**src/hdl/assert_macros.svh**
```systemverilog
// ---------------------------------------------------------------------------
// assert_macros.svh
// shared concurrent assertion macros, clocked on clk with async reset arst_n
// ---------------------------------------------------------------------------
`ifndef ASSERT_MACROS_SVH
`define ASSERT_MACROS_SVH

// property must hold at every clock edge outside reset
`define ASSERT_CLK(label, prop, msg) \
	label: assert property (@(posedge clk) disable iff (!arst_n) (prop)) else $error(msg);

// expression must never be true outside reset
`define ASSERT_NEVER(label, expr, msg) \
	label: assert property (@(posedge clk) disable iff (!arst_n) !(expr)) else $error(msg);

`endif

```
**src/hdl/ppu_pkg.sv**
```systemverilog
// ---------------------------------------------------------------------------
// ppu_pkg
// shared types and constants of the packed pattern unpacker
// ---------------------------------------------------------------------------
package ppu_pkg;

	localparam int ROWS_DEF  = 64;
	localparam int CHANNELS  = 32;
	localparam int QDEPTH    = 4;
	localparam int CFG_IDX_W = 2;
	localparam int CFG_W     = 8;

	// configuration register indexes
	localparam logic [CFG_IDX_W-1:0] CFG_EMPTY_NOTE  = 2'd0;
	localparam logic [CFG_IDX_W-1:0] CFG_EMPTY_INSTR = 2'd1;
	localparam logic [CFG_IDX_W-1:0] CFG_EMPTY_VOL   = 2'd2;
	localparam logic [CFG_IDX_W-1:0] CFG_EMPTY_EFF   = 2'd3;

	localparam logic [7:0] RST_EMPTY_NOTE  = 8'd255;
	localparam logic [7:0] RST_EMPTY_INSTR = 8'd0;
	localparam logic [7:0] RST_EMPTY_VOL   = 8'd255;
	localparam logic [7:0] RST_EMPTY_EFF   = 8'd0;

	// presence flags of a cell
	localparam int FL_NOTE = 0;
	localparam int FL_VOL  = 1;
	localparam int FL_EFF  = 2;

	// record passed from parser to output stage
	typedef struct packed {
		logic       kind;
		logic [5:0] row;
		logic [4:0] channel;
		logic [2:0] flags;
		logic [7:0] note;
		logic [7:0] instrument;
		logic [7:0] volume;
		logic [7:0] effect;
		logic [7:0] effect_value;
	} ppu_rec_t;

	// queue status toward the parser and output stage
	typedef struct packed {
		logic full;
		logic empty;
	} ppu_qstat_t;

endpackage

```
**src/hdl/ppu_front.sv**
```systemverilog
// ---------------------------------------------------------------------------
// ppu_front
// byte parser: tracks pattern phase, rows and cell fields, emits records
// ---------------------------------------------------------------------------
module ppu_front import ppu_pkg::*; #(
	parameter int ROWS = ROWS_DEF
) (
	input  logic       clk,
	input  logic       arst_n,
	input  logic       accept,
	input  logic [7:0] data_byte,
	input  logic       first_byte,
	output logic       wr,
	output ppu_rec_t   wr_rec
);

	localparam int RW = $clog2(ROWS + 1);

	localparam logic [2:0] PH_IDLE   = 3'd0;
	localparam logic [2:0] PH_SIZE2  = 3'd1;
	localparam logic [2:0] PH_MASTER = 3'd2;
	localparam logic [2:0] PH_NOTE   = 3'd3;
	localparam logic [2:0] PH_INSTR  = 3'd4;
	localparam logic [2:0] PH_VOL    = 3'd5;
	localparam logic [2:0] PH_EFF    = 3'd6;
	localparam logic [2:0] PH_EFFVAL = 3'd7;

	localparam logic [1:0] FROM_NOTE = 2'd0;
	localparam logic [1:0] FROM_VOL  = 2'd1;
	localparam logic [1:0] FROM_EFF  = 2'd2;

	logic [2:0]    phase_q, phase_nxt;
	logic [RW-1:0] row_q, row_nxt, row_inc;
	logic [4:0]    chan_q, chan_nxt;
	logic [2:0]    flags_q, flags_nxt;
	logic [7:0]    note_q, instr_q, vol_q, eff_q, effval_q;
	logic [7:0]    note_nxt, instr_nxt, vol_nxt, eff_nxt, effval_nxt;
	logic          cell_done, end_mk, chan_ok;

	// next phase after a field group, or master when the cell is complete
	function automatic logic [2:0] adv(input logic [2:0] fl, input logic [1:0] from);
		logic [2:0] ph;
		ph = PH_MASTER;
		if (fl[FL_EFF])
			ph = PH_EFF;
		if (fl[FL_VOL] && (from == FROM_NOTE || from == FROM_VOL))
			ph = PH_VOL;
		if (fl[FL_NOTE] && from == FROM_NOTE)
			ph = PH_NOTE;
		return ph;
	endfunction

	assign row_inc = row_q + 1'b1;

	always_comb begin
		phase_nxt  = phase_q;
		row_nxt    = row_q;
		chan_nxt   = chan_q;
		flags_nxt  = flags_q;
		note_nxt   = note_q;
		instr_nxt  = instr_q;
		vol_nxt    = vol_q;
		eff_nxt    = eff_q;
		effval_nxt = effval_q;
		cell_done  = 1'b0;
		end_mk     = 1'b0;
		if (accept) begin
			if (first_byte) begin
				phase_nxt = PH_SIZE2;
				row_nxt   = '0;
				chan_nxt  = '0;
				flags_nxt = '0;
			end else begin
				case (phase_q)
					PH_IDLE: begin
					end
					PH_SIZE2: begin
						phase_nxt = PH_MASTER;
					end
					PH_MASTER: begin
						if (data_byte == 8'd0) begin
							row_nxt = row_inc;
							if (row_inc == RW'(ROWS)) begin
								phase_nxt = PH_IDLE;
								end_mk    = 1'b1;
							end
						end else begin
							chan_nxt  = data_byte[4:0];
							flags_nxt = data_byte[7:5];
							phase_nxt = adv(data_byte[7:5], FROM_NOTE);
							cell_done = (phase_nxt == PH_MASTER);
						end
					end
					PH_NOTE: begin
						note_nxt  = data_byte;
						phase_nxt = PH_INSTR;
					end
					PH_INSTR: begin
						instr_nxt = data_byte;
						phase_nxt = adv(flags_q, FROM_VOL);
						cell_done = (phase_nxt == PH_MASTER);
					end
					PH_VOL: begin
						vol_nxt   = data_byte;
						phase_nxt = adv(flags_q, FROM_EFF);
						cell_done = (phase_nxt == PH_MASTER);
					end
					PH_EFF: begin
						eff_nxt   = data_byte;
						phase_nxt = PH_EFFVAL;
					end
					PH_EFFVAL: begin
						effval_nxt = data_byte;
						phase_nxt  = PH_MASTER;
						cell_done  = 1'b1;
					end
					default: begin
						phase_nxt = PH_IDLE;
					end
				endcase
			end
		end
	end

	assign chan_ok = ({1'b0, chan_nxt} < 6'(CHANNELS));
	assign wr      = end_mk || (cell_done && chan_ok);

	always_comb begin
		wr_rec.kind         = end_mk;
		wr_rec.row          = end_mk ? 6'd0 : 6'(row_q);
		wr_rec.channel      = end_mk ? 5'd0 : chan_nxt;
		wr_rec.flags        = end_mk ? 3'd0 : flags_nxt;
		wr_rec.note         = note_nxt;
		wr_rec.instrument   = instr_nxt;
		wr_rec.volume       = vol_nxt;
		wr_rec.effect       = eff_nxt;
		wr_rec.effect_value = effval_nxt;
	end

	always_ff @(posedge clk or negedge arst_n) begin
		if (!arst_n) begin
			phase_q <= PH_IDLE;
			row_q   <= '0;
			chan_q  <= '0;
			flags_q <= '0;
		end else begin
			phase_q <= phase_nxt;
			row_q   <= row_nxt;
			chan_q  <= chan_nxt;
			flags_q <= flags_nxt;
		end
	end

	always_ff @(posedge clk) begin
		note_q   <= note_nxt;
		instr_q  <= instr_nxt;
		vol_q    <= vol_nxt;
		eff_q    <= eff_nxt;
		effval_q <= effval_nxt;
	end

endmodule

```
**src/hdl/ppu_fifo.sv**
```systemverilog
// ---------------------------------------------------------------------------
// ppu_fifo
// short record queue between parser and output stage
// ---------------------------------------------------------------------------
`include "assert_macros.svh"

module ppu_fifo import ppu_pkg::*; (
	input  logic       clk,
	input  logic       arst_n,
	input  logic       wr,
	input  ppu_rec_t   wr_rec,
	input  logic       rd,
	output ppu_rec_t   rd_rec,
	output ppu_qstat_t stat
);

	localparam int PW = $clog2(QDEPTH);
	localparam int CW = $clog2(QDEPTH + 1);

	ppu_rec_t      mem [QDEPTH];
	logic [PW-1:0] wp_q, rp_q;
	logic [CW-1:0] cnt_q;

	assign stat.full  = (cnt_q == CW'(QDEPTH));
	assign stat.empty = (cnt_q == '0);
	assign rd_rec     = mem[rp_q];

	always_ff @(posedge clk) begin
		if (wr)
			mem[wp_q] <= wr_rec;
	end

	always_ff @(posedge clk or negedge arst_n) begin
		if (!arst_n) begin
			wp_q  <= '0;
			rp_q  <= '0;
			cnt_q <= '0;
		end else begin
			if (wr)
				wp_q <= (wp_q == PW'(QDEPTH - 1)) ? '0 : wp_q + 1'b1;
			if (rd)
				rp_q <= (rp_q == PW'(QDEPTH - 1)) ? '0 : rp_q + 1'b1;
			case ({wr, rd})
				2'b10:   cnt_q <= cnt_q + 1'b1;
				2'b01:   cnt_q <= cnt_q - 1'b1;
				default: cnt_q <= cnt_q;
			endcase
		end
	end

	`ASSERT_NEVER(a_no_overflow, wr && stat.full, "record written into full queue")
	`ASSERT_NEVER(a_no_underflow, rd && stat.empty, "record read from empty queue")
	`ASSERT_CLK(a_ptr_gap, wp_q == PW'(rp_q + PW'(cnt_q)), "queue pointers and count disagree")

endmodule

```
**src/hdl/ppu_back.sv**
```systemverilog
// ---------------------------------------------------------------------------
// ppu_back
// output stage: fills absent fields from empty regs or zero, holds result
// ---------------------------------------------------------------------------
module ppu_back import ppu_pkg::*; (
	input  logic                 clk,
	input  logic                 arst_n,
	input  logic                 cfg_we,
	input  logic [CFG_IDX_W-1:0] cfg_index,
	input  logic [CFG_W-1:0]     cfg_data,
	input  ppu_qstat_t           qstat,
	input  ppu_rec_t             rec,
	output logic                 rd,
	input  logic                 pop,
	output logic                 empty,
	output logic                 kind,
	output logic [5:0]           row,
	output logic [4:0]           channel,
	output logic [7:0]           note,
	output logic [7:0]           instrument,
	output logic [7:0]           volume,
	output logic [7:0]           effect,
	output logic [7:0]           effect_value
);

	logic [7:0] e_note_q, e_instr_q, e_vol_q, e_eff_q;
	logic       valid_q;
	logic       kind_q;
	logic [5:0] row_q;
	logic [4:0] chan_q;
	logic [7:0] note_q, instr_q, vol_q, eff_q, effval_q;
	logic       is_cell;

	assign rd      = !qstat.empty && (!valid_q || pop);
	assign is_cell = !rec.kind;

	always_ff @(posedge clk or negedge arst_n) begin
		if (!arst_n) begin
			e_note_q  <= RST_EMPTY_NOTE;
			e_instr_q <= RST_EMPTY_INSTR;
			e_vol_q   <= RST_EMPTY_VOL;
			e_eff_q   <= RST_EMPTY_EFF;
		end else if (cfg_we) begin
			case (cfg_index)
				CFG_EMPTY_NOTE:  e_note_q  <= cfg_data;
				CFG_EMPTY_INSTR: e_instr_q <= cfg_data;
				CFG_EMPTY_VOL:   e_vol_q   <= cfg_data;
				CFG_EMPTY_EFF:   e_eff_q   <= cfg_data;
				default: begin
				end
			endcase
		end
	end

	always_ff @(posedge clk or negedge arst_n) begin
		if (!arst_n)
			valid_q <= 1'b0;
		else if (rd)
			valid_q <= 1'b1;
		else if (pop)
			valid_q <= 1'b0;
	end

	always_ff @(posedge clk) begin
		if (rd) begin
			kind_q   <= rec.kind;
			row_q    <= rec.row;
			chan_q   <= rec.channel;
			if (is_cell) begin
				note_q   <= rec.flags[FL_NOTE] ? rec.note : e_note_q;
				instr_q  <= rec.flags[FL_NOTE] ? rec.instrument : e_instr_q;
				vol_q    <= rec.flags[FL_VOL] ? rec.volume : e_vol_q;
				eff_q    <= rec.flags[FL_EFF] ? rec.effect : e_eff_q;
				effval_q <= rec.flags[FL_EFF] ? rec.effect_value : 8'd0;
			end else begin
				note_q   <= 8'd0;
				instr_q  <= 8'd0;
				vol_q    <= 8'd0;
				eff_q    <= 8'd0;
				effval_q <= 8'd0;
			end
		end
	end

	assign empty        = !valid_q;
	assign kind         = kind_q;
	assign row          = row_q;
	assign channel      = chan_q;
	assign note         = note_q;
	assign instrument   = instr_q;
	assign volume       = vol_q;
	assign effect       = eff_q;
	assign effect_value = effval_q;

endmodule

```
**src/hdl/packed_pattern_unpacker_top.sv**
```systemverilog
// ---------------------------------------------------------------------------
// packed_pattern_unpacker_top
// byte-serial decoder of packed tracker patterns into cells and end markers
// ---------------------------------------------------------------------------
// Takes one byte per clock while full is low; each accepted byte advances the
// parser state registers. A finished cell or end marker is written into a
// 4-entry record queue as its last byte is accepted, and moves into the result
// registers once they are empty or being popped. full follows the record queue
// alone: it rises only when four records wait behind an untaken result, so with
// pop held high the block runs at one byte per cycle indefinitely.
module packed_pattern_unpacker_top import ppu_pkg::*; #(
	parameter int ROWS = ROWS_DEF
) (
	input  logic                 clk,
	input  logic                 arst_n,
	input  logic                 push,
	output logic                 full,
	input  logic [7:0]           data_byte,
	input  logic                 first_byte,
	output logic                 empty,
	input  logic                 pop,
	output logic                 kind,
	output logic [5:0]           row,
	output logic [4:0]           channel,
	output logic [7:0]           note,
	output logic [7:0]           instrument,
	output logic [7:0]           volume,
	output logic [7:0]           effect,
	output logic [7:0]           effect_value,
	input  logic                 cfg_we,
	input  logic [CFG_IDX_W-1:0] cfg_index,
	input  logic [CFG_W-1:0]     cfg_data
);

	logic       accept;
	logic       q_wr, q_rd;
	ppu_rec_t   wr_rec, rd_rec;
	ppu_qstat_t qstat;

	assign full   = qstat.full;
	assign accept = push && !qstat.full;

	ppu_front #(.ROWS(ROWS)) u_front (
		.clk        (clk),
		.arst_n     (arst_n),
		.accept     (accept),
		.data_byte  (data_byte),
		.first_byte (first_byte),
		.wr         (q_wr),
		.wr_rec     (wr_rec)
	);

	ppu_fifo u_fifo (
		.clk    (clk),
		.arst_n (arst_n),
		.wr     (q_wr),
		.wr_rec (wr_rec),
		.rd     (q_rd),
		.rd_rec (rd_rec),
		.stat   (qstat)
	);

	ppu_back u_back (
		.clk          (clk),
		.arst_n       (arst_n),
		.cfg_we       (cfg_we),
		.cfg_index    (cfg_index),
		.cfg_data     (cfg_data),
		.qstat        (qstat),
		.rec          (rd_rec),
		.rd           (q_rd),
		.pop          (pop),
		.empty        (empty),
		.kind         (kind),
		.row          (row),
		.channel      (channel),
		.note         (note),
		.instrument   (instrument),
		.volume       (volume),
		.effect       (effect),
		.effect_value (effect_value)
	);

endmodule
```
**config.mk**
```make
export PLATFORM = sky130hd
export DESIGN_NAME = packed_pattern_unpacker_top
export DESIGN_NICKNAME = d
export VERILOG_FILES = /design/src/hdl/ppu_pkg.sv /design/src/hdl/ppu_front.sv /design/src/hdl/ppu_fifo.sv /design/src/hdl/ppu_back.sv /design/src/hdl/packed_pattern_unpacker_top.sv
export VERILOG_INCLUDE_DIRS = /design/src /design/src/hdl
export SDC_FILE = /design/constraint.sdc
export NUM_CORES = 1
export LEC_CHECK = 0
export BUFFER_PORTS_ARGS = -buffer_cell sky130_fd_sc_hd__buf_2
export CAP_MARGIN = 40
export CORE_MARGIN = 2
export CORE_UTILIZATION = 60
export CTS_CLUSTER_DIAMETER = 100
export DETAILED_ROUTE_END_ITERATION = 10
export PLACE_DENSITY = 0.79
export REMOVE_ABC_BUFFERS = 1
export SLEW_MARGIN = 30
export SYNTH_ARGS = -nofsm -noshare
export SYNTH_HDL_FRONTEND = slang
export SYNTH_SLANG_ARGS = --single-unit
```
**constraint.sdc**
```tcl
create_clock -name clk -period 8.1 [get_ports clk]
set_input_delay 1.215 -clock clk [delete_from_list [all_inputs] [get_ports clk]]
set_output_delay 1.215 -clock clk [all_outputs]
set_load 0.03 [all_outputs]
```
==> metrics.md <==
| Metric | Value |
|---|---|
| Outcome | `completed` |
| DRT iter0 DRCs | `around 560` |
| Register-to-Register Path Depth | `6` |
| Synth async-reset ratio | `around 16%` |
| Die ar. | `24860 um^2` |
| Gr busiest metal | `met2` |
| Syn_area_per_cell | `about 19 um^2` |
| Area contributors post-synth | `edfxtp_1, mux4_2, dfrtp_1` |
| Ports | `78` |
| Nets | `888` |
| Number of global-route vias before repair | `~7600` |
| Core area | `around 23000 um^2` |
| Most common cell after layout, fill and taps aside | `edfxtp_1` |
| CP Capture Point | `u_fifo.mem[1][20]$_DFFE_PP_` |
| Worst VDD drop | `0.0002017 V` |
| RSZ-0062 raised after global routing | `no` |
| Post-CTS Setup Bufs | `0` |
| Worst-path clk slew | `60 ps` |
| Initial antenna violation count | `1` |
| Post-synth EDFFs | `272` |
| Area grow syn2layout | `15.38%` |
| M2 GR Usage | `40.52%` |
| Kind of critical path | `in2reg` |
| Leakage power | `roughly 6 nW` |
| Post-DRT Antenna Nets | `0` |
| Clock root buffer | `clkbuf_16` |
| Synth unique cells | `50` |
| Share of post-route cells with drive strength above 1 | `between 30% and 40%` |
| Number of synthesized register bits | `between 300 and 400` |
| Critical path arrival | `between 4000 and 5000 ps` |
| Final Power | `between 0.005 and 0.006 W` |
| Clk_skew | `between 20 and 25 ps` |
| Max-cap viol count | `0` |
| Drt drc | `0` |
| WL/cell | `between 20 and 25 um` |
| Post-synth top area share | `roughly 58%` |
| Die width | `about 160 um` |
| Synth Warn # | `0` |
| Final worst path period share | `54.64%` |
| Clk sinks | `370` |
| Max_slew headroom | `a little under half` |
| Initial core utilization | `between 60 and 70%` |
| Final setup TNS | `0 ps` |
| Critical Path Start Type | `input pin` |
| Global-route wire length before repair | `about 44 mm` |
| Met1 usage | `a little under a third` |
| Max Root-Sink Buffers | `3` |
| CTS tree | `yes` |
| Number of CTS-inserted buffers | `36` |
| Largest area contributor in the synthesized netlist | `edfxtp_1` |
| Final Hold Fails | `0` |
| WL final | `~28 mm` |
| Critical Path RT | `roughly 8200 ps` |
| Max reg flops | `220` |
| Worst-margin pin slew | `~800 ps` |
| Hold Crit Class | `reg2reg` |
| Setup violators final | `0` |
| # port buffers | `77` |
| Vias per cell | `5.950` |
| Post-CTS Resized | `0` |
| Most frequent cells in the layout | `edfxtp_1, buf_2, mux2_2, mux4_2, nor2_1` |
| Die Ht | `157.7 um` |
| Antenna fix cells | `0` |
| Final Slew Violations | `0` |
| Largest net degree at the start of global routing | `a little under 60` |
| Top_reg_cell synth | `edfxtp_1` |
| Crit path from | `data_byte[0]` |
| Site Rows | `56` |
| Met3 usage | `roughly 4.7%` |
| Flop2flop setup slack | `around 4200 ps` |
| Register area share after synthesis | `between 70% and 80%` |
| DR vias | `approximately 7200` |
| Mapped Area | `14170 um^2` |
| H-tree depth | `2` |
| FF-to-FF End | `u_fifo.mem[1][20]$_DFFE_PP_` |
| Largest Register | `u_fifo.mem` |
| Gate Count Post-Synth | `around 750` |
| Crit. End Element | `register` |
| Pre-antenna DRT Iters | `6` |
| Post-DP HPWL | `around 17 mm` |
| Latest clock arrival within the worst-skew pair | `between 500 and 600 ps` |
| GRT Util Overall | `about a quarter` |
| Fmax | `225.9 MHz` |
| PwrDens | `between 300 and 400 nW/um^2` |
| GPL Wtd Cong | `around 0.84` |
| Final min period | `roughly 4400 ps` |
| Cts hold-fix bufs | `0` |
| R2r startpoint | `u_front.phase_q[2]$_DFFE_PN0P_` |
| Max FO, Critical Path | `36` |
| Grt total ovfl | `0` |
[cells in the mapped netlist, types with 3 or more instances]
library cell	count
edfxtp_1	272
mux2_2	75
mux4_2	55
nor2_1	45
dfrtp_1	42
dfxtp_1	40
mux2i_1	34
clkbuf_1	19
nor2b_1	19
dfstp_2	16
nor3_1	11
o21ai_0	11
inv_1	10
a22o_1	9
nand2_1	9
a21boi_0	8
a21oi_1	8
ha_1	8
nand3_1	6
buf_1	5
or3_1	4
buf_2	3
nand2b_1	3
nor3b_1	3
[metal layers]
layer	vias up	wire length [um]
li1	3147	-
met1	3676	11270
met2	267	14510
met3	60	1713
met4	2	813
met5	-	13
[power breakdown]
part           total (W)  internal (W)  switching (W)  leakage [nW]
combinational    0.00155      0.000635       0.000914          1.82
sequential       0.00273       0.00255       0.000175          3.59
clock            0.00171       0.00103       0.000684         0.595
total            0.00599       0.00421        0.00177          6.00
[critical path, cell delays in order]
cell and delay, ps:
buf_2 170, or4_4 590, or4b_4 610, a211oi_4 460, a21oi_4 210, nor2b_4 680
buf_4 600
[through the flow]
stage	instances	hold WS, ps	worst slack (ps)	cell area [um^2]	utilization, %
final	1202	497.6	3674	16340	70.05
after global routing	1202	520.9	3583	16340	70.05
after CTS	1198	499.0	3703	16250	69.64
after detailed placement	1132	486.9	3178	15020	64.36
after global placement	1127	477.0	3275	14960	64.10
after floorplan	723	457.0	2327	14050	-
[layout make-up]
type                            instances  area (um^2)
Sequential cell                       370        10450
Fill cell                            1419         6988
Multi-Input combinational cell        343         3637
Clock buffer                           44        982.2
Timing Repair Buffer                   94        591.8
Tap cell                              319        399.1
Clock inverter                         22        251.5
Inverter                               10        37.54
[cells by family (layout without fill, tap and decap cells)]
kind of cell,after synthesis,after routing,share of synthesized area (%)
mux,166,166,17.32
compound gates,50,50,2.614
fa+ha+maj,9,9,0.8479
xor+xnor,4,4,0.2474
flops,370,370,73.70
buf+inv,38,170,1.086
simple gates,114,114,4.186
[worst min-delay path by stage]
stage | start | to | slack (ps) | cells past startpoint
2_1_floorplan | u_fifo.cnt_q[2]$_DFFE_PN0P_ | u_fifo.cnt_q[2]$_DFFE_PN0P_ | 460 | 1
3_3_place_gp | u_fifo.cnt_q[2]$_DFFE_PN0P_ | u_fifo.cnt_q[2]$_DFFE_PN0P_ | 480 | 1
3_5_place_dp | u_front.row_q[6]$_DFFE_PN0P_ | u_front.row_q[6]$_DFFE_PN0P_ | 490 | 1
4_1_cts | u_front.row_q[6]$_DFFE_PN0P_ | u_front.row_q[6]$_DFFE_PN0P_ | 500 | 1
5_1_grt | u_front.row_q[6]$_DFFE_PN0P_ | u_front.row_q[6]$_DFFE_PN0P_ | 520 | 1
6_report | u_front.row_q[6]$_DFFE_PN0P_ | u_front.row_q[6]$_DFFE_PN0P_ | 500 | 1
Power figures use the tool's default switching activity.
